`src/rtl/rln_pkg.sv`:
```
`timescale 1ns / 1ps
// Shared widths, constants and structs of the relative L2 error block.
// No dependencies; every other file of the block uses it.
package rln_pkg;

  localparam int DATA_W    = 32;
  localparam int ENERGY_W  = 64;
  localparam int OUT_CNT_W = 24;

  localparam logic [DATA_W-1:0]    REL_MAX          = '1;
  localparam logic [ENERGY_W-1:0]  ENERGY_MAX       = '1;
  localparam logic [OUT_CNT_W-1:0] MISMATCH_OUT_MAX = '1;

  // One classified pair, as it travels from the front to the back
  typedef struct packed {
    logic [ENERGY_W-1:0] diff_sq;
    logic [ENERGY_W-1:0] ref_sq;
    logic                diff_big;
    logic                mismatch;
    logic                last;
  } term_t;

  // One result beat
  typedef struct packed {
    logic [DATA_W-1:0]    rel_error;
    logic [OUT_CNT_W-1:0] mismatch_count;
    logic                 zero_reference;
    logic                 sum_saturated;
  } result_t;

endpackage

```
`src/rtl/rln_front.sv`:
```
`timescale 1ns / 1ps
// Front end: takes element pairs, forms difference, magnitudes, mismatch flag and squares.
// Three register stages with a ready chain; depends on rln_pkg.
module rln_front (
  input  logic                              clk,
  input  logic                              rst_n,
  input  logic                              in_valid,
  output logic                              in_ready,
  input  logic signed [rln_pkg::DATA_W-1:0] ref_value,
  input  logic signed [rln_pkg::DATA_W-1:0] cmp_value,
  input  logic                              last,
  input  logic [rln_pkg::DATA_W-1:0]        threshold,
  output logic                              term_valid,
  input  logic                              term_ready,
  output rln_pkg::term_t                    term
);

  localparam int DW = rln_pkg::DATA_W;

  logic                s1_valid_r, s2_valid_r, s3_valid_r;
  logic signed [DW:0]  s1_diff_r;
  logic signed [DW-1:0] s1_ref_r;
  logic                s1_last_r;
  logic [DW:0]         s2_adiff_r;
  logic [DW-1:0]       s2_aref_r;
  logic                s2_mis_r, s2_last_r;
  rln_pkg::term_t      s3_term_r;

  logic s1_adv, s2_adv, s3_adv;
  logic [DW:0]   adiff_nxt;
  logic [DW-1:0] aref_nxt;

  // Advance a stage when it is empty or the next one takes its beat
  assign s3_adv   = !s3_valid_r || term_ready;
  assign s2_adv   = !s2_valid_r || s3_adv;
  assign s1_adv   = !s1_valid_r || s2_adv;
  assign in_ready = s1_adv;

  // Magnitudes of the difference and of the reference element
  assign adiff_nxt = s1_diff_r[DW] ? (DW+1)'(-s1_diff_r) : (DW+1)'(s1_diff_r);
  assign aref_nxt  = s1_ref_r[DW-1] ? DW'(-s1_ref_r) : DW'(s1_ref_r);

  // Stage 1: exact difference in one extra bit
  always_ff @(posedge clk) begin
    if (!rst_n) begin
      s1_valid_r <= 1'b0;
    end else if (s1_adv) begin
      s1_valid_r <= in_valid;
    end
    if (s1_adv && in_valid) begin
      s1_diff_r <= {ref_value[DW-1], ref_value} - {cmp_value[DW-1], cmp_value};
      s1_ref_r  <= ref_value;
      s1_last_r <= last;
    end
  end

  // Stage 2: magnitudes and threshold compare
  always_ff @(posedge clk) begin
    if (!rst_n) begin
      s2_valid_r <= 1'b0;
    end else if (s2_adv) begin
      s2_valid_r <= s1_valid_r;
    end
    if (s2_adv && s1_valid_r) begin
      s2_adiff_r <= adiff_nxt;
      s2_aref_r  <= aref_nxt;
      s2_mis_r   <= adiff_nxt > {1'b0, threshold};
      s2_last_r  <= s1_last_r;
    end
  end

  // Stage 3: squares; a difference of full 2^32 is flagged instead of squared
  always_ff @(posedge clk) begin
    if (!rst_n) begin
      s3_valid_r <= 1'b0;
    end else if (s3_adv) begin
      s3_valid_r <= s2_valid_r;
    end
    if (s3_adv && s2_valid_r) begin
      s3_term_r.diff_sq  <= {32'd0, s2_adiff_r[DW-1:0]} * {32'd0, s2_adiff_r[DW-1:0]};
      s3_term_r.ref_sq   <= {32'd0, s2_aref_r} * {32'd0, s2_aref_r};
      s3_term_r.diff_big <= s2_adiff_r[DW];
      s3_term_r.mismatch <= s2_mis_r;
      s3_term_r.last     <= s2_last_r;
    end
  end

  assign term_valid = s3_valid_r;
  assign term       = s3_term_r;

endmodule

```
`config.mk`:
```
export PLATFORM = sky130hd
export DESIGN_NAME = rln_front
export DESIGN_NICKNAME = d
export VERILOG_FILES = /design/src/rtl/rln_pkg.sv /design/src/rtl/rln_front.sv
export SDC_FILE = /design/constraint.sdc
export NUM_CORES = 2
export LEC_CHECK = 0
export BUFFER_PORTS_ARGS = -buffer_cell sky130_fd_sc_hd__buf_2
export CAP_MARGIN = 10
export CORE_ASPECT_RATIO = 1.1
export CORE_UTILIZATION = 61
export CTS_CLUSTER_SIZE = 10
export DETAILED_ROUTE_END_ITERATION = 10
export PLACE_DENSITY_LB_ADDON = 0.15
export SLEW_MARGIN = 20
export SYNTH_ARGS = -nofsm -noshare
export SYNTH_HDL_FRONTEND = slang
export SYNTH_SLANG_ARGS = --single-unit
```
`constraint.sdc`:
```
create_clock -name clk -period 11.8 [get_ports clk]
set_clock_uncertainty 0.1 [all_clocks]
set_input_delay 1.18 -clock clk [delete_from_list [all_inputs] [get_ports clk]]
set_output_delay 1.18 -clock clk [all_outputs]
set_load 0.02 [all_outputs]
```
==> flow_metrics.tcl <==
set metrics [dict create \
    viasPerCell 5.55 \
    yosysWarnings 0 \
    synthArstFlopShare 0 \
    grt_usage 0.321 \
    cts_inserted_buffers 37 \
    synth_compound_area_frac 0.0618 \
    clock_latency_ns 0.62 \
    pre_cts_ws_ns 2.66 \
    grt_pass1_vias 53800 \
    synth_top_family_by_area "adder cells" \
    synth_seq_cells 265 \
    grt_setup_unrepaired "no" \
    dp_hpwl_um 148000 \
    wl_per_cell_um 20.4 \
    tightestPinTransition_ns 1.06 \
    slew_violations 0 \
    grt_pass1_wl_um 290000 \
    dieWidth_um 327 \
    globalplace.congestion 0.956 \
    vias 49300 \
    crit_path_max_fanout 16 \
    period_minus_slack_ns 9.44 \
    rows 130 \
    finalSetupViolations 0 \
    io_buffers 231 \
    ys_seq_area_frac 0.112 \
    cts_tree "built" \
    synth.distinct_cells 73 \
    firstDrtPassIters 6 \
    status "finished, final reports clean" \
    tns_ns 0 \
    syn_inst 7264 \
    ys.flop_type "edfxtp_1" \
    hold_class "flop to flop" \
    cp-end-kind "flop" \
    dp.cells 8812 \
    drt_first_iter_violations 3321 \
    nets 9685 \
    area_growth_pct 5.24 \
    cp.arrival_ns 9.65 \
    synth-simple-area-share 0.102 \
    final_cells 8880 \
    fin_ws_ns 2.36 \
    seqCellArea_mm2 0.00793 \
    final_util 0.650 \
    synth-edff-count 262 \
    grt_max_degree 66 \
    dieArea_mm2 0.118 \
    worstSetupPathType "flop to flop" \
    finalHoldViolCount 0 \
    rrSetupSlack_ns 2.36 \
    drc 0 \
    grt_antenna_before_repair 14 \
    postSynthAreaPerCell_um2 9.77 \
    synth-xor-area-share 0.0362 \
    synth_fa_ha_area_frac 0.565 \
    postCtsSetupRepairBufs 0 \
    fill_cells 9466 \
    start_kind "flop" \
    ant_nets 0 \
    cp.required_ns 12.01 \
    multi_input_area_mm2 0.0544 \
    path_clk_slew_ns 0.06 \
    cts_resized 0 \
    fmax_ghz 0.106 \
    drv_cap 0 \
    drive_gt1_frac 0.0563 \
    pin_count 234 \
    synth_mux_area_frac 0.000882 \
    h-tree-depth 2 \
    core_mm2 0.115 \
    initial_core_util 0.618 \
    grt-ovfl-total 0 \
    cts_hold_repair.buffers 0 \
    post-route-period-util 0.800 \
    synth_area_mm2 0.0710 \
    clock_path_buffers 3 \
    wirelength_um 181000 \
    relSlewSlack 0.284 \
    cts_sinks 265 \
    clockRootBuffer "clkbuf_16" \
    fp.dieH_um 360 \
]
==> layout make-up <==
cell class                      count  share of cell area
Multi-Input combinational cell   4684               0.728
Sequential cell                   265               0.106
Inverter                         2043               0.103
Tap cell                         1518              0.0254
Timing Repair Buffer              302              0.0226
Clock buffer                       49              0.0133
Clock inverter                     13             0.00163
Antenna cell                        6            0.000201
==> worst paths after layout <==
kind | from | to | depth (start not counted)
hold / removal | s2_last_r | term[0] | 0
hold reg to reg | s2_last_r | term[0] | 0
setup / recovery | s2_aref_r[7] | term[66] | 24
setup reg to reg | s2_aref_r[7] | term[66] | 24
==> cell usage after synthesis, drive strengths merged, types with 32 or more instances <==
cell / n / area, um^2
edfxtp: 262 / 7870
nor2: 157 / 589
clkbuf: 266 / 998
nand4: 48 / 300
o21bai: 34 / 255
inv: 2043 / 7670
xor2: 100 / 876
fa: 1585 / 31700
a21oi: 185 / 926
nand2: 608 / 2280
xnor2: 193 / 1690
ha: 666 / 8330
nand3: 32 / 160
o21ai: 120 / 601
a31oi: 34 / 213
a21o: 111 / 833
and2: 465 / 2910
==> worst max-delay path, cell delays in order, from the launching register on <==
cell      delay [ns]
edfxtp_1        1.01
inv_1           0.42
nor2_1          0.30
inv_1           0.08
fa_1            0.49
inv_1           0.06
fa_1            0.50
inv_1           0.05
fa_1            0.40
fa_1            0.53
fa_1            0.56
inv_1           0.05
fa_1            0.45
fa_1            0.51
fa_1            0.42
ha_1            0.40
a21oi_1         0.18
o21a_1          0.21
nor2b_1         0.15
o311ai_1        0.32
a311oi_1        0.74
o21ai_1         0.29
a211oi_1        0.58
o41ai_1         0.17
xor2_1          0.16
==> metal layers <==
| metal | vias to the layer above | track usage | part of all wire |
|---|---|---|---|
| met5 | - | 0 | 0.00039 |
| met2 | 1833 | 0.527 | 0.48 |
| li1 | 21900 | - | - |
| met3 | 382 | 0.0673 | 0.086 |
| met1 | 25100 | 0.427 | 0.40 |
| met4 | 14 | 0.105 | 0.035 |
==> kinds of logic after synthesis <==
family,count (synthesis)
flip-flops,265
XOR/XNOR,293
multiplexers,6
other,1
AND/OR/NAND/NOR,1461
buffers and inverters,2316
adder cells (fa/ha/maj),2251
AO/OA/AOI/OAI,671
==> sequential cells by signal (all words and copies together) (netlist names) <==
name        cells
term          129
s2_aref_r      32
s1_last_r       1
s2_adiff_r     33
term_valid      1
s1_ref_r       32
s2_valid_r      1
s2_mis_r        1
s1_valid_r      1
s1_diff_r      33
s2_last_r       1
==> stage by stage <==
stage | hold WS, ns | area, um^2
4_1_cts | 0.327 | 74700
5_1_grt | 0.342 | 74700
6_report | 0.320 | 74700
3_3_place_gp | 0.303 | 73600
3_5_place_dp | 0.314 | 73600
2_1_floorplan | 0.300 | 71000
==> layout by cell type (no fill, tap or decap), types with 11 or more instances in the layout <==
cell type	n
a211oi_1	22
a21o_1	111
a21oi_1	185
a31o_2	30
a31oi_1	33
and2_1	464
and3_1	14
buf_2	231
buf_4	71
clkbuf_16	37
edfxtp_1	262
fa_1	1585
ha_1	666
inv_1	2043
nand2_1	608
nand2b_1	17
nand3_1	32
nand4_1	48
nor2_1	157
nor2b_1	30
nor3_1	16
o21a_1	19
o21ai_0	113
o21bai_1	34
o31ai_1	27
o41ai_1	13
or2_2	16
or3_1	11
or4_1	13
xnor2_1	193
xor2_1	100
Power is not shown: default switching activity piles up to over one toggle a cycle in this logic, so the estimate is an artifact.
