**src/rtl/rln_pkg.sv**
```systemverilog
`timescale 1ns / 1ps
// Shared widths, constants and structs of the relative L2 error block.
// No dependencies; every other file of the block uses it.
package rln_pkg;

  localparam int DATA_W    = 32;
  localparam int ENERGY_W  = 64;
  localparam int OUT_CNT_W = 24;

  localparam logic [DATA_W-1:0]    REL_MAX          = '1;
  localparam logic [ENERGY_W-1:0]  ENERGY_MAX       = '1;
  localparam logic [OUT_CNT_W-1:0] MISMATCH_OUT_MAX = '1;

  // One classified pair, as it travels from the front to the back
  typedef struct packed {
    logic [ENERGY_W-1:0] diff_sq;
    logic [ENERGY_W-1:0] ref_sq;
    logic                diff_big;
    logic                mismatch;
    logic                last;
  } term_t;

  // One result beat
  typedef struct packed {
    logic [DATA_W-1:0]    rel_error;
    logic [OUT_CNT_W-1:0] mismatch_count;
    logic                 zero_reference;
    logic                 sum_saturated;
  } result_t;

endpackage

```
**src/rtl/rln_back.sv**
```systemverilog
`timescale 1ns / 1ps
// Back end: saturating accumulation, bit-serial fraction divide, bit-pair square root,
// result register. Depends on rln_pkg.
module rln_back #(
  parameter int COUNT_WIDTH = 24
) (
  input  logic             clk,
  input  logic             rst_n,
  input  logic             term_valid,
  output logic             term_ready,
  input  rln_pkg::term_t   term,
  output logic             out_valid,
  input  logic             out_ready,
  output rln_pkg::result_t out_data
);

  localparam int EW     = rln_pkg::ENERGY_W;
  localparam int DW     = rln_pkg::DATA_W;
  localparam int DIV_STEPS = EW + DW;
  localparam int STEP_W = $clog2(DIV_STEPS);

  typedef enum logic [4:0] {
    ST_ACC   = 5'b00001,
    ST_CHECK = 5'b00010,
    ST_DIV   = 5'b00100,
    ST_ROOT  = 5'b01000,
    ST_DONE  = 5'b10000
  } back_state_t;

  back_state_t            state_r;
  logic [EW-1:0]          diff_r, ref_r;
  logic [COUNT_WIDTH-1:0] cnt_r;
  logic                   ovf_r, zero_r;
  logic [EW-1:0]          num_r, rem_r, quo_r;
  logic [STEP_W-1:0]      step_r;
  logic [EW-1:0]          sq_v_r, sq_res_r, sq_bit_r;
  logic [DW-1:0]          rel_r;
  logic                   out_valid_r;
  rln_pkg::result_t       out_r;

  logic                   pop;
  logic [EW:0]            diff_sum, ref_sum;
  logic [EW:0]            div_rs;
  logic                   div_hit;
  logic [EW-1:0]          quo_nxt;
  logic [EW-1:0]          sq_sum, sq_res_nxt;
  logic                   sq_hit;
  logic                   load_out;
  logic [31:0]            cnt_ext;
  logic [rln_pkg::OUT_CNT_W-1:0] cnt_out;

  assign term_ready = state_r == ST_ACC;
  assign pop        = term_valid && term_ready;

  // Sums one bit wider to catch carry out
  assign diff_sum = {1'b0, diff_r} + {1'b0, term.diff_sq};
  assign ref_sum  = {1'b0, ref_r} + {1'b0, term.ref_sq};

  // Restoring divide step: shift in the next dividend bit, subtract if it fits
  assign div_rs  = {rem_r, num_r[EW-1]};
  assign div_hit = div_rs >= {1'b0, ref_r};
  assign quo_nxt = {quo_r[EW-2:0], div_hit};

  // Square root step over bit pairs
  assign sq_sum     = sq_res_r + sq_bit_r;
  assign sq_hit     = sq_v_r >= sq_sum;
  assign sq_res_nxt = sq_hit ? (sq_res_r >> 1) + sq_bit_r : sq_res_r >> 1;

  assign load_out = (state_r == ST_DONE) && (!out_valid_r || out_ready);

  // Clamp the counter to the width of the result field
  assign cnt_ext = 32'(cnt_r);
  assign cnt_out = (cnt_ext > 32'(rln_pkg::MISMATCH_OUT_MAX)) ? rln_pkg::MISMATCH_OUT_MAX
                                                              : cnt_ext[rln_pkg::OUT_CNT_W-1:0];

  // Sequencer, accumulators and arithmetic registers
  always_ff @(posedge clk) begin
    if (!rst_n) begin
      state_r <= ST_ACC;
      diff_r  <= '0;
      ref_r   <= '0;
      cnt_r   <= '0;
      ovf_r   <= 1'b0;
    end else begin
      case (state_r)
        ST_ACC: begin
          if (pop) begin
            if (term.mismatch && (cnt_r != '1)) begin
              cnt_r <= cnt_r + 1'b1;
            end
            if (term.diff_big || diff_sum[EW]) begin
              diff_r <= rln_pkg::ENERGY_MAX;
            end else begin
              diff_r <= diff_sum[EW-1:0];
            end
            if (ref_sum[EW]) begin
              ref_r <= rln_pkg::ENERGY_MAX;
            end else begin
              ref_r <= ref_sum[EW-1:0];
            end
            if (term.diff_big || diff_sum[EW] || ref_sum[EW]) begin
              ovf_r <= 1'b1;
            end
            if (term.last) begin
              state_r <= ST_CHECK;
            end
          end
        end
        ST_CHECK: begin
          zero_r <= ref_r == '0;
          if ((ref_r == '0) || ({32'd0, diff_r[EW-1:DW]} >= ref_r)) begin
            rel_r   <= rln_pkg::REL_MAX;
            state_r <= ST_DONE;
          end else begin
            num_r   <= diff_r;
            rem_r   <= '0;
            quo_r   <= '0;
            step_r  <= '0;
            state_r <= ST_DIV;
          end
        end
        ST_DIV: begin
          rem_r  <= div_hit ? EW'(div_rs - {1'b0, ref_r}) : div_rs[EW-1:0];
          num_r  <= {num_r[EW-2:0], 1'b0};
          quo_r  <= quo_nxt;
          step_r <= step_r + 1'b1;
          if (step_r == STEP_W'(DIV_STEPS - 1)) begin
            sq_v_r   <= quo_nxt;
            sq_res_r <= '0;
            sq_bit_r <= EW'(1) << (EW - 2);
            state_r  <= ST_ROOT;
          end
        end
        ST_ROOT: begin
          if (sq_hit) begin
            sq_v_r <= sq_v_r - sq_sum;
          end
          sq_res_r <= sq_res_nxt;
          sq_bit_r <= sq_bit_r >> 2;
          if (sq_bit_r[0]) begin
            rel_r   <= sq_res_nxt[DW-1:0];
            state_r <= ST_DONE;
          end
        end
        ST_DONE: begin
          // Hand the result over, then clear for the next matrix
          if (load_out) begin
            diff_r  <= '0;
            ref_r   <= '0;
            cnt_r   <= '0;
            ovf_r   <= 1'b0;
            state_r <= ST_ACC;
          end
        end
        default: begin
          state_r <= ST_ACC;
        end
      endcase
    end
  end

  // Result register: holds a beat while the sink stalls
  always_ff @(posedge clk) begin
    if (!rst_n) begin
      out_valid_r <= 1'b0;
    end else if (load_out) begin
      out_valid_r <= 1'b1;
    end else if (out_ready) begin
      out_valid_r <= 1'b0;
    end
    if (load_out) begin
      out_r.rel_error      <= rel_r;
      out_r.mismatch_count <= cnt_out;
      out_r.zero_reference <= zero_r;
      out_r.sum_saturated  <= ovf_r;
    end
  end

  assign out_valid = out_valid_r;
  assign out_data  = out_r;

endmodule

```
**config.mk**
```make
export PLATFORM = sky130hd
export DESIGN_NAME = rln_back
export DESIGN_NICKNAME = d
export VERILOG_FILES = /design/src/rtl/rln_pkg.sv /design/src/rtl/rln_back.sv
export SDC_FILE = /design/constraint.sdc
export NUM_CORES = 2
export LEC_CHECK = 0
export BUFFER_PORTS_ARGS = -buffer_cell sky130_fd_sc_hd__buf_2
export CAP_MARGIN = 20
export CORE_ASPECT_RATIO = 0.8
export CORE_UTILIZATION = 40
export CTS_CLUSTER_DIAMETER = 40
export CTS_CLUSTER_SIZE = 24
export DETAILED_ROUTE_END_ITERATION = 6
export MAX_ROUTING_LAYER = met4
export PLACE_DENSITY = 0.61
export SETUP_SLACK_MARGIN = 0.5
export SLEW_MARGIN = 25
export SYNTH_ARGS = -nofsm -noshare
export SYNTH_HDL_FRONTEND = slang
export SYNTH_SLANG_ARGS = --single-unit
```
**constraint.sdc**
```tcl
create_clock -name clk -period 20 [get_ports clk]
set_clock_uncertainty 0.1 [all_clocks]
set_input_delay 2 -clock clk [delete_from_list [all_inputs] [get_ports clk]]
set_output_delay 2 -clock clk [all_outputs]
set_load 0.02 [all_outputs]
```
==> impl_metrics.json <==
{
  "status": "finished clean",
  "grt_max_degree": 158,
  "post_cts_buffers": 0,
  "dieHeight_um": 298,
  "grt_setup_unrepaired": "no",
  "drc": 0,
  "numCtsBuffers": 108,
  "ant_nets": 0,
  "die_w_um": 372,
  "cpMostUsedCell": "o21ai_0",
  "cap_violations": 0,
  "gp_congestion": 0.939,
  "netlist_area_mm2": 0.0438,
  "crit_slowest_cell": "o41ai_1",
  "multi_input_area_mm2": 0.0256,
  "dieArea_mm2": 0.111,
  "fin_crit_ps": 7690,
  "antenna_found_initial": 9,
  "max_stage_delay_ps": 850,
  "p_leak_uw": 0.0199,
  "ys_warn_count": 0,
  "fin_util_pct": 45.8,
  "slew_headroom_pct": 27.9,
  "rows": 108,
  "critPathLaunchType": "flip-flop",
  "cts.clk_slew.worst_paths_ps": 60,
  "cts_tree": "done",
  "overflow": 0,
  "ioPinCount": 195,
  "async_reset_ff_share_pct": 0,
  "synthCells": 5044,
  "cts_resized": 0,
  "drive_gt1_share_pct": 9.33,
  "irDropWorstVdd_uv": 77.0,
  "ys_seq_area_share_pct": 38.0,
  "areaGrowthSynthToFinish_pct": 13.3,
  "setup_violations": 0,
  "period_share_pct": 38.4,
  "grtUsageTotal_pct": 23.8,
  "crit_type": "flip-flop to flip-flop",
  "end_kind": "flip-flop",
  "cp.arrival_ps": 8020,
  "cp_top_family": "compound AO/OA/AOI/OAI gates",
  "critPathRequiredTime_ps": 20340,
  "avgViaCountPerCell": 5.72,
  "nFillCells": 10600,
  "path_buf_inv": 3,
  "first_pass_iters": 5,
  "fmax_mhz": 130,
  "coreArea_mm2": 0.109,
  "fin_nets": 5598,
  "cp_max_fo": 45,
  "synth_fp_nets": 5539,
  "area.sequential_mm2": 0.0167,
  "worstMarginPinSlew_ps": 1080,
  "final_hold_viol_count": 0,
  "tns_ps": 0,
  "clockBufferDepth": 3,
  "drt_wl_total_um": 130000,
  "yosys_register_bits": 608,
  "io_buffers": 194,
  "cts.htree.levels": 3,
  "crit_chain": "ha_1 -> and2_1 -> nand3_1 -> o21ai_0 -> a211oi_1 -> o41ai_1 -> nand3_1 -> o21ai_0 -> o41ai_1 -> nor3_1 -> o21ai_0 -> xor2_1 -> ha_1 -> and3_1 -> nand2_1 -> nor2_1 -> inv_1 -> a221oi_1 -> o221a_4 -> buf_4 -> buf_4 -> o21ai_0 -> xnor2_1 -> nand2_1",
  "dpl.hpwl_um": 95700,
  "hold_class": "flip-flop to flip-flop",
  "routedWlPerCell_um": 19.5,
  "cts.sinks": 608,
  "syn_avg_cell_area_um2": 8.69,
  "synth_edf_count": 449,
  "clk_latency_ps": 730,
  "vias": 37900,
  "drt_iter0_drc": 3329,
  "grt_pass1_wl_um": 204000,
  "synthDistinctLibCells": 87,
  "ys.flop_type": "edfxtp_1",
  "powerDensity_mw_per_mm2": 109,
  "holdBufCountCts": 0,
  "grt_pass1_vias": 35700,
  "start_util_pct": 40.4,
  "clock-root-buffer": "clkbuf_16",
  "slew_viol_final": 0
}
==> layout by cell type (no fill, tap or decap), types with 36 or more instances in the layout <==
master and count:
a211oi_1 66, a21o_1 179, a21oi_1 458, a31oi_1 90, and2_1 121, and3_1 39
buf_2 194, clkbuf_16 111, dfxtp_1 159, edfxtp_1 449, ha_1 356, inv_1 145
nand2_1 800, nand3_1 82, nand4_1 122, nor2_1 316, nor2b_1 49, nor3_1 70
nor4_1 39, o21a_1 36, o21ai_0 358, o21bai_1 59, xnor2_1 183, xor2_1 198
==> state kept, by name, indices dropped and copies added (netlist names), 5 cells and up <==
register,count
state_r,5
rel_r,32
sq_v_r,64
quo_r,63
diff_r,64
step_r,7
rem_r,64
num_r,64
out_data,58
sq_bit_r,32
cnt_r,24
ref_r,64
sq_res_r,64
==> Yosys cell counts (all sizes together) (21+ instances only) <==
cell    number  share of area [%]
a211oi      67                1.2
a21o       179                3.1
a21oi      462                5.3
a311oi      28               0.56
a31o        21               0.42
a31oi       90                1.3
and2       123                1.8
and3        40               0.57
buf         50               0.59
clkbuf     224                1.9
dfxtp      159                7.3
edfxtp     449                 31
ha         356                 10
inv        148                1.3
nand2      800                6.9
nand2b      33               0.47
nand3       83               0.95
nand4      122                1.7
nor2       318                2.7
nor2b       49               0.70
nor3        71               0.82
nor4        39               0.56
o21a        37               0.63
o21ai      384                4.4
o21bai      59                1.0
o31ai       23               0.39
xnor2      183                3.7
xor2       198                4.0
==> per-layer routing <==
| layer | track usage [%] | part of all wire [%] |
|---|---|---|
| met1 | 35.8 | 50 |
| met2 | 31.6 | 40 |
| met4 | 6.76 | 2.4 |
| met5 | - | 0 |
| met3 | 4.63 | 7.2 |
==> layout make-up <==
type | instances | area share (%)
diodes | 8 | 0.0403
clock buffers | 122 | 5.74
clock inverters | 83 | 1.87
inverters | 149 | 1.13
multi-input cells | 4013 | 51.6
flip-flops and latches | 608 | 33.6
well taps | 1430 | 3.60
repair buffers | 223 | 2.48
==> stage by stage <==
step                worst slack (ps)  instances  total power, uW  hold WS, ps  cell area (um2)
floorplan                      10600       5044             2990          300            43800
global placement               12560       6421             3490          304            45800
detailed placement             12310       6422             3500          305            45800
CTS                            12240       6627             5410          316            49600
global route                   11640       6635             5730          324            49700
finish                         12310       6636             5410          313            49700
==> cells by family (layout without fill, tap and decap cells) <==
group                    Yosys count  after routing  share of synthesized area, %
AND/OR/NAND/NOR                 1741           1741                          18.2
flip-flops                       608            608                          38.0
AO/OA/AOI/OAI                   1518           1518                          21.7
XOR/XNOR                         381            381                          7.61
adder cells (fa/ha/maj)          360            360                          10.3
other                              0              8                             0
multiplexers                      13             13                         0.297
buffers and inverters            423            577                          3.79
==> final timing paths <==
path	startpoint	endpoint	slack, ps	depth (start not counted)
max	sq_res_r[6]	rel_r[19]	12310	24
min	rel_r[9]	out_data[35]	310	0
max reg2reg	sq_res_r[6]	rel_r[19]	12310	24
min reg2reg	rel_r[9]	out_data[35]	310	0
==> power breakdown <==
group	internal (uW)	switching [uW]	leakage [uW]
sequential	1460	149	0.00563
clock	1150	736	0.00179
combinational	731	1190	0.0124
total	3340	2070	0.0199
No activity file was read; power rests on OpenSTA's default activity.
