<file path="src/rtl/rln_pkg.sv">
`timescale 1ns / 1ps
// Shared widths, constants and structs of the relative L2 error block.
// No dependencies; every other file of the block uses it.
package rln_pkg;

  localparam int DATA_W    = 32;
  localparam int ENERGY_W  = 64;
  localparam int OUT_CNT_W = 24;

  localparam logic [DATA_W-1:0]    REL_MAX          = '1;
  localparam logic [ENERGY_W-1:0]  ENERGY_MAX       = '1;
  localparam logic [OUT_CNT_W-1:0] MISMATCH_OUT_MAX = '1;

  // One classified pair, as it travels from the front to the back
  typedef struct packed {
    logic [ENERGY_W-1:0] diff_sq;
    logic [ENERGY_W-1:0] ref_sq;
    logic                diff_big;
    logic                mismatch;
    logic                last;
  } term_t;

  // One result beat
  typedef struct packed {
    logic [DATA_W-1:0]    rel_error;
    logic [OUT_CNT_W-1:0] mismatch_count;
    logic                 zero_reference;
    logic                 sum_saturated;
  } result_t;

endpackage

</file>
<file path="src/rtl/rln_queue.sv">
`timescale 1ns / 1ps
// Short FIFO of classified terms between front and back.
// Depends on rln_pkg for the term struct.
module rln_queue #(
  parameter int DEPTH = 4
) (
  input  logic           clk,
  input  logic           rst_n,
  input  logic           push_valid,
  output logic           push_ready,
  input  rln_pkg::term_t push_data,
  output logic           pop_valid,
  input  logic           pop_ready,
  output rln_pkg::term_t pop_data
);

  localparam int PTR_W = (DEPTH > 1) ? $clog2(DEPTH) : 1;
  localparam int CNT_W = $clog2(DEPTH + 1);

  rln_pkg::term_t   mem_r [DEPTH];
  logic [PTR_W-1:0] head_r, tail_r;
  logic [CNT_W-1:0] count_r;
  logic             push, pop;

  assign push_ready = count_r != CNT_W'(DEPTH);
  assign pop_valid  = count_r != '0;
  assign push       = push_valid && push_ready;
  assign pop        = pop_valid && pop_ready;
  assign pop_data   = mem_r[head_r];

  function automatic logic [PTR_W-1:0] wrap_inc(input logic [PTR_W-1:0] p);
    return (p == PTR_W'(DEPTH - 1)) ? '0 : p + 1'b1;
  endfunction

  // Store a pushed beat at the tail
  always_ff @(posedge clk) begin
    if (push) begin
      mem_r[tail_r] <= push_data;
    end
  end

  // Move pointers and fill count
  always_ff @(posedge clk) begin
    if (!rst_n) begin
      head_r  <= '0;
      tail_r  <= '0;
      count_r <= '0;
    end else begin
      if (push) tail_r <= wrap_inc(tail_r);
      if (pop)  head_r <= wrap_inc(head_r);
      if (push && !pop) begin
        count_r <= count_r + 1'b1;
      end else if (pop && !push) begin
        count_r <= count_r - 1'b1;
      end
    end
  end

endmodule

</file>
<file path="config.mk">
export PLATFORM = sky130hd
export DESIGN_NAME = rln_queue
export DESIGN_NICKNAME = d
export VERILOG_FILES = /design/src/rtl/rln_pkg.sv /design/src/rtl/rln_queue.sv
export SDC_FILE = /design/constraint.sdc
export NUM_CORES = 1
export LEC_CHECK = 0
export BUFFER_PORTS_ARGS = -buffer_cell sky130_fd_sc_hd__buf_2
export CAP_MARGIN = 0
export CORE_UTILIZATION = 50
export CTS_CLUSTER_DIAMETER = 100
export DETAILED_ROUTE_END_ITERATION = 10
export PLACE_DENSITY = 0.71
export SYNTH_ARGS = -nofsm -noshare
export SYNTH_HDL_FRONTEND = slang
export SYNTH_SLANG_ARGS = --single-unit
</file>
<file path="constraint.sdc">
create_clock -name clk -period 7.4 [get_ports clk]
set_input_delay 0.74 -clock clk [delete_from_list [all_inputs] [get_ports clk]]
set_output_delay 0.74 -clock clk [all_outputs]
set_load 0.02 [all_outputs]
</file>
==> results.toml, run 1 <==
[run_status]
status = "finished, final reports clean"

[cts]
cts_sinks = 533
clock_path_buffers = 3
cts_resized = 0
cts_tree = "built"
postCtsSetupBuffers = 0
cts_max_level = 2
clk_pin_slew_ps = 60
worstSkewPairLatency_ps = 590
hold_buffers = 0
root_buffer = "clkbuf_16"
cts_buffers = 52

[worst_hold_path]
holdPathEnd = "mem_r[2][0]"
holdPathStages = 1
min_path_type = "input pin to flip-flop"
min-delay-start = "push_data[0]"

[global_route]
antenna_found_initial = 7
grt_util_all_layers_pct = 18.5
grt_max_degree = 92
overflow = 0
grt_pass1_wl_mm = 53.3
grt_pass1_vias = 9288

[yosys]
synth-main-ff-cell = "edfxtp_1"
synth_edf_count = 524
ys_top_cells_by_area = "edfxtp_1 (81%), mux4_2 (15%), dfxtp_1 (0.93%)"
yosysSeqAreaShare_pct = 82.1
syn-num-nets = 878
yosys_register_bits = 533
yosysTopAreaCellShare_pct = 81.2
ys_types = 27
syn_inst = 736
synth.largest_area_cell = "edfxtp_1"
synthArstFlopShare_pct = 0
yosysWarnings = 0
syn-cell-area_um2 = 19400
avgSynthCellArea_um2 = 26.3

[routing]
ant_nets = 0
drc = 0
num_vias = 8615
wire_per_inst_um = 22.3
viasPerCell = 5.41
drt_iter0_markers = 436
wirelength_mm = 35.5
drtPass1Iterations = 4

[power_and_ir_drop]
leakagePower_nw = 7.58
p_sw_mw = 2.23
p_int_mw = 5.78
pwr-share-seq_pct = 47.3
swShare_pct = 27.8
p_total_mw = 8.01
comb_power_share_pct = 22.1
p_clk_share_pct = 30.6
ir_drop_uv = 211
powerDensity_nw_per_um2 = 350

[placed_design]
port_buffers = 267
placedCellCount = 1493
place_hpwl_mm = 20.9
place_congestion = 0.683
placed_cell_area_um2 = 21300
dp_slack_ps = 4080

[worst_setup_path]
path_cells = "buf_12 -> mux4_2 -> buf_2"
crit_family = "flip-flops"
startpoint_type = "flip-flop"
crit_buf_inv = 2
worst_path_max_delay_cell = "dfxtp_4"
worst-r2r-setup-slack_ps = 4800
required_ps = 6660
critPathMaxFanout = 91
end_kind = "output port"
r2r_end = "count_r[2]"
criticalPathCategory = "flip-flop to output port"
worst_path_largest_cell_delay_ps = 890
worstReg2RegStart = "count_r[1]"
worstRegToRegCells = 7
crit_arrival_ps = 3100

[finish]
final_area_um2 = 22800
final_core_util_pct = 60.2
layout.nets = 1178
fin_cells = 1591
area_delta_synth_final_pct = 17.9
drive_gt1_share_pct = 45.3

[die]
initial_utilization_pct = 51.1
pin_count = 268
die-area_um2 = 39600
coreArea_um2 = 37900
die_h_um = 199
dieWidth_um = 199
rows = 71

[sta]
tightest_slew_ps = 894
fin_ws_ps = 3560
setup_violations = 0
hold_slack_ps = 359
skew_ps = 10.8
tns_ps = 0
slew_violations = 0
finalCriticalPeriod_ps = 3840
hold_violations = 0
fmax_ghz = 0.260
worst_slew_margin_rel_pct = 40.4
period_share_pct = 51.9
rsz0062_at_grt = "no"

[job]
maxCapViolCount = 0
-- area by class of cell --
class	count	area, um^2
diodes	3	7.51
clock buffers	67	1390
clock inverters	28	196
fillers	2678	15100
inverters	3	11.3
multi-input cells	168	3250
flip-flops and latches	533	15900
well taps	511	639
repair buffers	278	1430
-- layout by cell type (no fill, tap or decap), drive strengths merged --
master,instances
a21boi,1
nand3,2
clkinvlp,4
and2,2
fa,1
bufinv,2
and3,4
xnor2,1
nand2,5
mux4,131
o31ai,1
dfxtp,9
diode,3
mux2i,2
or3b,1
clkbuf,67
o21ai,4
nor2b,1
nor2,2
clkinv,20
nand4,1
inv,5
ha,6
or3,2
buf,278
xor2,1
edfxtp,524
-- synth_stat cells (2+ instances only) --
| master | instances |
|---|---|
| and3_2 | 4 |
| buf_2 | 15 |
| buf_6 | 10 |
| clkbuf_1 | 5 |
| dfxtp_1 | 9 |
| edfxtp_1 | 524 |
| ha_1 | 6 |
| inv_1 | 3 |
| mux2i_1 | 2 |
| mux4_2 | 131 |
| nand2_1 | 5 |
| nand3_1 | 2 |
| nor2_1 | 2 |
| o21ai_0 | 4 |
| or3_2 | 2 |
-- routing by layer --
metal,track usage (%),vias up,part of all wire (%)
met5,0,-,0.12
met4,5.87,6,1.8
met3,6.63,57,9.0
met2,29.9,255,49
met1,23.3,4502,40
li1,-,3795,-
-- worst max-delay path by stage --
stage               start             to  slack (ps)  cells past startpoint
6_report        flip-flop  pop_data[109]        3560                      3
5_1_grt         flip-flop  pop_data[109]        3290                      3
4_1_cts         flip-flop  pop_data[109]        3430                      3
3_5_place_dp    flip-flop  pop_data[109]        4080                      3
3_3_place_gp    flip-flop   pop_data[22]        4080                      3
2_1_floorplan  count_r[0]    mem_r[0][0]        4570                      3
-- state kept, by name, indices dropped and copies added, names as in the netlist, named ones only --
| name | cells |
|---|---|
| tail_r | 2 |
| head_r | 2 |
| mem_r | 524 |
| count_r | 3 |
-- power by group through the flow --
stage                     sequential, mW  clock [mW]  combinational [mW]
final                               3.79        2.45                1.77
after CTS                           3.80        2.52                1.81
after detailed placement            3.86           0                1.81
after global routing                3.82        2.63                1.91
after floorplan                     3.78           0                1.31
after global placement              3.85           0                1.80
-- worst register-to-register path, delay by kind of cell (launching register included) --
family,cells,cell delay (ps)
DFF,1,360
adders and majority gates,2,690
and+or+nand+nor,1,410
xor gates and xnor gates,1,160
buffers and inverters,1,60
AOI/OAI and AO/OA,2,850
-- logic make-up after synthesis --
kind of cell               Yosys count  share of synthesized area (%)
adders and majority gates            7                          0.491
muxes                              133                           15.3
DFF                                533                           82.1
xor gates and xnor gates             2                         0.0904
and+or+nand+nor                     20                          0.607
AOI/OAI and AO/OA                    6                          0.181
buffers and inverters               35                           1.19
Power figures use the tool's default switching activity.
==> inputs of run 2 (changes only) <==
--- a/config.mk
+++ b/config.mk
@@ -10,7 +10,7 @@
 export CORE_UTILIZATION = 50
 export CTS_CLUSTER_DIAMETER = 100
 export DETAILED_ROUTE_END_ITERATION = 10
-export PLACE_DENSITY = 0.71
+export PLACE_DENSITY = 0.74
 export SYNTH_ARGS = -nofsm -noshare
 export SYNTH_HDL_FRONTEND = slang
 export SYNTH_SLANG_ARGS = --single-unit
==> constraint.sdc (replaced) <==
create_clock -name clk -period 3.1 [get_ports clk]
set_input_delay 0.31 -clock clk [delete_from_list [all_inputs] [get_ports clk]]
set_output_delay 0.31 -clock clk [all_outputs]
set_load 0.02 [all_outputs]
==> run 2 against run 1 <==
Utilization up 4.0 points; clock power is 140% higher; critical path depth did not move; highest routed layer is now met4; final area increased by 6.6%; worst hold slack lost 280 ps; die area is the same; worst setup slack worse by 2900 ps; sequential power is 140% higher; global-route usage increased by 0.88 points.
==> results.toml, run 2 (synthesis gave the netlist of run 1 again) <==
[placed_design]
place_congestion = 0.712
placed_cell_area_um2 = 21500
dp_slack_ps = 689
placedCellCount = 1500
place_hpwl_mm = 20.8
port_buffers = 267

[finish]
final_core_util_pct = 64.2
fillers = 2493
final_area_um2 = 24400
final_common_cell = "edfxtp_1"
drive_gt1_share_pct = 40.6
area_delta_synth_final_pct = 25.7
top_register = "mem_r"
reg_top3 = "mem_r: 524 flops, count_r: 3 flops"
final_cell_mix = "edfxtp_1 (524), buf_2 (267), mux4_2 (131), dlygate4sd3_1 (131), clkbuf_16 (53)"
largest_reg_flops = 524
fin_cells = 1727
layout.nets = 1316

[cts]
worstSkewPairLatency_ps = 570
postCtsSetupBuffers = 0
cts_tree = "built"
cts_buffers = 52
clk_pin_slew_ps = 60
cts_max_level = 2
cts_sinks = 533
clock_path_buffers = 3
root_buffer = "clkbuf_16"

[die]
rows = 71
coreArea_um2 = 37900
pin_count = 268
dieWidth_um = 199
die-area_um2 = 39600
die_h_um = 199
initial_utilization_pct = 51.1

[worst_setup_path]
worst_path_largest_cell_delay_ps = 600
worst_path_max_delay_cell = "mux4_2"
startpoint_type = "flip-flop"
end_kind = "output port"
worstRegToRegCells = 7
crit_arrival_ps = 2150
crit_family = "multiplexers"
required_ps = 2790
criticalPathCategory = "flip-flop to output port"
crit_buf_inv = 2
path_cells = "buf_12 -> mux4_2 -> buf_2"
critPathMaxFanout = 49
path_depth = 3

[power_and_ir_drop]
leakagePower_nw = 8.21
ir_drop_uv = 774
powerDensity_nw_per_um2 = 798
p_total_mw = 19.4

[routing]
drtPass1Iterations = 5
ant_nets = 0
wire_per_inst_um = 21.7
num_vias = 9152
drc = 0
drt_iter0_markers = 506
wirelength_mm = 37.5
viasPerCell = 5.30

[run_status]
status = "finished, final reports clean"

[sta]
setup_violations = 0
fmax_ghz = 0.407
rsz0062_at_grt = "no"
finalCriticalPeriod_ps = 2460
hold_slack_ps = 83.6
tightest_slew_ps = 688
fin_ws_ps = 645
period_share_pct = 79.2
worst_slew_margin_rel_pct = 54.1
slew_violations = 0
tns_ps = 0
hold_violations = 0
skew_ps = 11.7

[global_route]
overflow = 0
grt_pass1_vias = 9832
grt_pass1_wl_mm = 56.1
grt_util_all_layers_pct = 19.3
grt_max_degree = 78
antenna_found_initial = 2

[worst_hold_path]
min_path_type = "input pin to flip-flop"
holdPathStages = 3

[job]
maxCapViolCount = 0
-- run 2: cell count changes in the layout (fill, tap and decap cells not counted) --
| cell | change |
|---|---|
| dlygate4sd3_1 | +131 |
| buf_12 | +13 |
| buf_4 | -6 |
| clkbuf_1 | +3 |
| clkinv_2 | +3 |
| clkinvlp_4 | -2 |
| diode_2 | -2 |
| inv_6 | -2 |
| bufinv_16 | +1 |
| clkbuf_8 | -1 |
| clkinv_1 | -1 |
| clkinv_4 | -1 |
-- run 2: layout make-up --
cell class	count	area, um^2	share of cell area (%)
flip-flops and latches	533	15900	65.3
multi-input cells	168	3250	13.3
repair buffers	416	2960	12.1
clock buffers	69	1390	5.69
well taps	511	639	2.62
clock inverters	26	196	0.806
inverters	3	11.3	0.0462
diodes	1	2.50	0.0103
-- run 2: routing by layer --
| layer | global-route usage [%] | vias to the layer above | share of wire (%) |
|---|---|---|---|
| met5 | 0 | - | 0 |
| met1 | 24.6 | 4735 | 39 |
| met2 | 33.0 | 301 | 52 |
| li1 | - | 4070 | - |
| met4 | 6.30 | 0 | 2.0 |
| met3 | 4.41 | 46 | 7.1 |
-- run 2: repair_timing --
action	CTS	global route
hold endpoints to repair	524	0
hold buffers	131	0
resized for setup	0	0
-- run 2: path summary, 6_finish.rpt --
| path | startpoint | endpoint | slack (ps) |
|---|---|---|---|
| worst max-delay path | flip-flop | pop_data[83] | 640 |
| worst min-delay path | push_valid | tail_r[0] | 80 |
| worst max register to register | count_r[0] | count_r[2] | 720 |
| worst min register to register | head_r[1] | flip-flop | 500 |
-- run 2: report_power, final --
group | internal (mW) | switching, mW | leakage (nW)
combinational | 1.96 | 2.67 | 2.56
clock | 3.38 | 2.50 | 0.771
sequential | 8.73 | 0.204 | 4.88
total | 14.1 | 5.37 | 8.21
-- run 2: tightest hold or removal path: stages --
cell     delay (ps)
buf_2           140
nand4_1          70
o21ai_0          80
==> inputs of run 3 (changes only) <==
--- a/config.mk
+++ b/config.mk
@@ -5,6 +5,7 @@
 export SDC_FILE = /design/constraint.sdc
 export NUM_CORES = 1
 export LEC_CHECK = 0
+export ABC_AREA = 1
 export BUFFER_PORTS_ARGS = -buffer_cell sky130_fd_sc_hd__buf_2
 export CAP_MARGIN = 0
 export CORE_UTILIZATION = 50
==> constraint.sdc (replaced) <==
create_clock -name clk -period 2.1 [get_ports clk]
set_input_delay 0.21 -clock clk [delete_from_list [all_inputs] [get_ports clk]]
set_output_delay 0.21 -clock clk [all_outputs]
set_load 0.02 [all_outputs]
==> run 3 against run 2 <==
Worst setup slack got worse by 740 ps; the flow now finishes with violations (negative setup slack); via count increased by 46%; synthesized area increased by 2.6%; utilization increased by 4.3 points; flip-flop and latch count unchanged; sequential share of layout area decreased by 5.6 points; clock-buffer cell count decreased by 2; power increased by 80%; combinational power increased to 2.8 times the previous value; synthesized cell count increased by 82%.
==> results.toml, run 3 <==
[run_status]
status = "complete, but fails checks"
failed_checks = "negative setup slack"

[die]
dieWidth_um = 201
rows = 72
initial_utilization_pct = 51.1
die_h_um = 201
pin_count = 268
die-area_um2 = 40600
coreArea_um2 = 38900

[cts]
cts_buffers = 52
cts_max_level = 2
root_buffer = "clkbuf_16"
clock_path_buffers = 3
cts_tree = "built"
worstSkewPairLatency_ps = 590
clk_pin_slew_ps = 60
cts_sinks = 533

[worst_setup_path]
worstReg2RegStart = "count_r[1]"
worst_path_largest_cell_delay_ps = 400
criticalPathCategory = "flip-flop to output port"
startpoint_type = "flip-flop"
end_kind = "output port"
crit_arrival_ps = 1980
path_depth = 5
worst_path_max_delay_cell = "dfxtp_4"
crit_buf_inv = 3
required_ps = 1890
critPathMaxFanout = 21
path_cells = "buf_12 -> buf_8 -> o21ai_0 -> o22ai_2 -> buf_4"
worstRegToRegCells = 9
crit_family = "buffers and inverters"

[routing]
wirelength_mm = 52.7
ant_nets = 0
wire_per_inst_um = 22.5
drtPass1Iterations = 7
num_vias = 13400
drc = 0
viasPerCell = 5.71
drt_iter0_markers = 1230

[yosys]
ys_types = 22
avgSynthCellArea_um2 = 14.9
syn-cell-area_um2 = 19900
syn-num-nets = 1478
ys_top_cells_by_area = "edfxtp_1 (79%), nor2_1 (5.3%), o21ai_0 (4.8%)"
synth.largest_area_cell = "edfxtp_1"
synth-main-ff-cell = "edfxtp_1"
synthArstFlopShare_pct = 0
yosys_register_bits = 533
yosysSeqAreaShare_pct = 80.0
synthTopCellsByCount = "edfxtp_1 (524), nor2_1 (279), o21ai_0 (192)"
synth_edf_count = 524
syn_inst = 1336
yosysWarnings = 0
yosysTopAreaCellShare_pct = 79.1
synth.most_common_cell = "edfxtp_1"

[finish]
top_register = "mem_r"
reg_top3 = "mem_r: 524 flops, count_r: 3 flops"
largest_reg_flops = 524
area_delta_synth_final_pct = 34.0
drive_gt1_share_pct = 29.5
fillers = 2458
final_area_um2 = 26700
fin_cells = 2340
final_common_cell = "edfxtp_1"
layout.nets = 1919
final_cell_mix = "edfxtp_1 (524), nor2_1 (255), buf_2 (153)"

[power_and_ir_drop]
leakagePower_nw = 9.49
pwr-share-seq_pct = 38.0
comb_power_share_pct = 36.5
swShare_pct = 34.4
powerDensity_nw_per_um2 = 1310
p_clk_share_pct = 25.4
p_int_mw = 22.9
ir_drop_uv = 982
p_sw_mw = 12.0

[sta]
hold_violations = 0
rsz0062_at_grt = "yes"
hold_slack_ps = 85.1
worst_slew_margin_rel_pct = 64.6
fmax_ghz = 0.456
tns_ps = -2720
period_share_pct = 104
finalCriticalPeriod_ps = 2190
skew_ps = 14.1
slew_violations = 0
fin_ws_ps = -91.3
setup_violations = 90
tightest_slew_ps = 532

[job]
maxCapViolCount = 0

[global_route]
overflow = 0
grt_pass1_vias = 13400
grt_max_degree = 74
grt_pass1_wl_mm = 74.4
antenna_found_initial = 3
grt_util_all_layers_pct = 24.0

[placed_design]
port_buffers = 267
place_congestion = 0.780
placedCellCount = 2073
place_hpwl_mm = 24.9
placed_cell_area_um2 = 22000

[worst_hold_path]
holdPathStages = 4
min_path_type = "input pin to flip-flop"
min-delay-start = "pop_ready"
run 3: power by group through the flow:
stage	logic, mW	clock network [mW]	registers (mW)
floorplan	5.98	0	13.4
global placement	9.09	0	13.4
detailed placement	9.28	0	13.5
CTS	11.2	8.97	13.2
global route	13.4	9.44	13.4
finish	12.8	8.90	13.3
run 3: layout make-up:
type	instances	area (um^2)	area share, %
clock buffers	67	1390	5.21
flip-flops and latches	533	15900	59.7
repair inverters	3	45.0	0.169
well taps	518	648	2.43
multi-input cells	701	3910	14.7
diodes	4	10.0	0.0375
clock inverters	28	226	0.850
repair buffers	469	4400	16.5
inverters	17	103	0.385
run 3: timing repair:
item,CTS,global route
resized for setup,151,232
pin swaps,19,28
buffers inserted,9,2
setup endpoints to repair,131,131
hold buffers,133,0
cloned,13,13
hold endpoints to repair,533,0
run 3: kinds of logic (layout without fill, tap and decap cells):
family	count (synthesis)	in the layout	share of synthesized area, %
other	0	4	0
AO/OA/AOI/OAI	397	397	10.8
adder cells (fa/ha/maj)	7	7	0.478
buffers and inverters	102	584	3.04
flip-flops	533	533	80.0
AND/OR/NAND/NOR	297	297	5.64
run 3: tightest hold or removal path, delay by kind of cell:
kind | cells | cell delay (ps)
AND/OR/NAND/NOR | 3 | 340
buffers and inverters | 1 | 80
run 3: per-layer routing:
| metal | wire length (um) | part of all wire (%) | GRT usage [%] |
|---|---|---|---|
| met5 | 0 | 0 | 0 |
| met4 | 1150 | 2.2 | 7.95 |
| met3 | 4490 | 8.5 | 5.33 |
| met2 | 26400 | 50 | 39.7 |
| met1 | 20700 | 39 | 31.7 |
run 3: path summary, 6_finish.rpt:
check | end | slack, ps
max | pop_data[4] | -90
min | flip-flop | 90
max reg2reg | count_r[1] | 230
min reg2reg | count_r[0] | 490
run 3: through the flow:
| step | util (%) | setup WS, ps | power, mW |
|---|---|---|---|
| after detailed placement | 56.5 | 270 | 22.8 |
| after CTS | 66.2 | -82.0 | 33.4 |
| after global placement | 56.5 | 274 | 22.5 |
| after global routing | 68.5 | -176 | 36.3 |
| final | 68.5 | -91.3 | 35.0 |
| after floorplan | - | -973 | 19.4 |
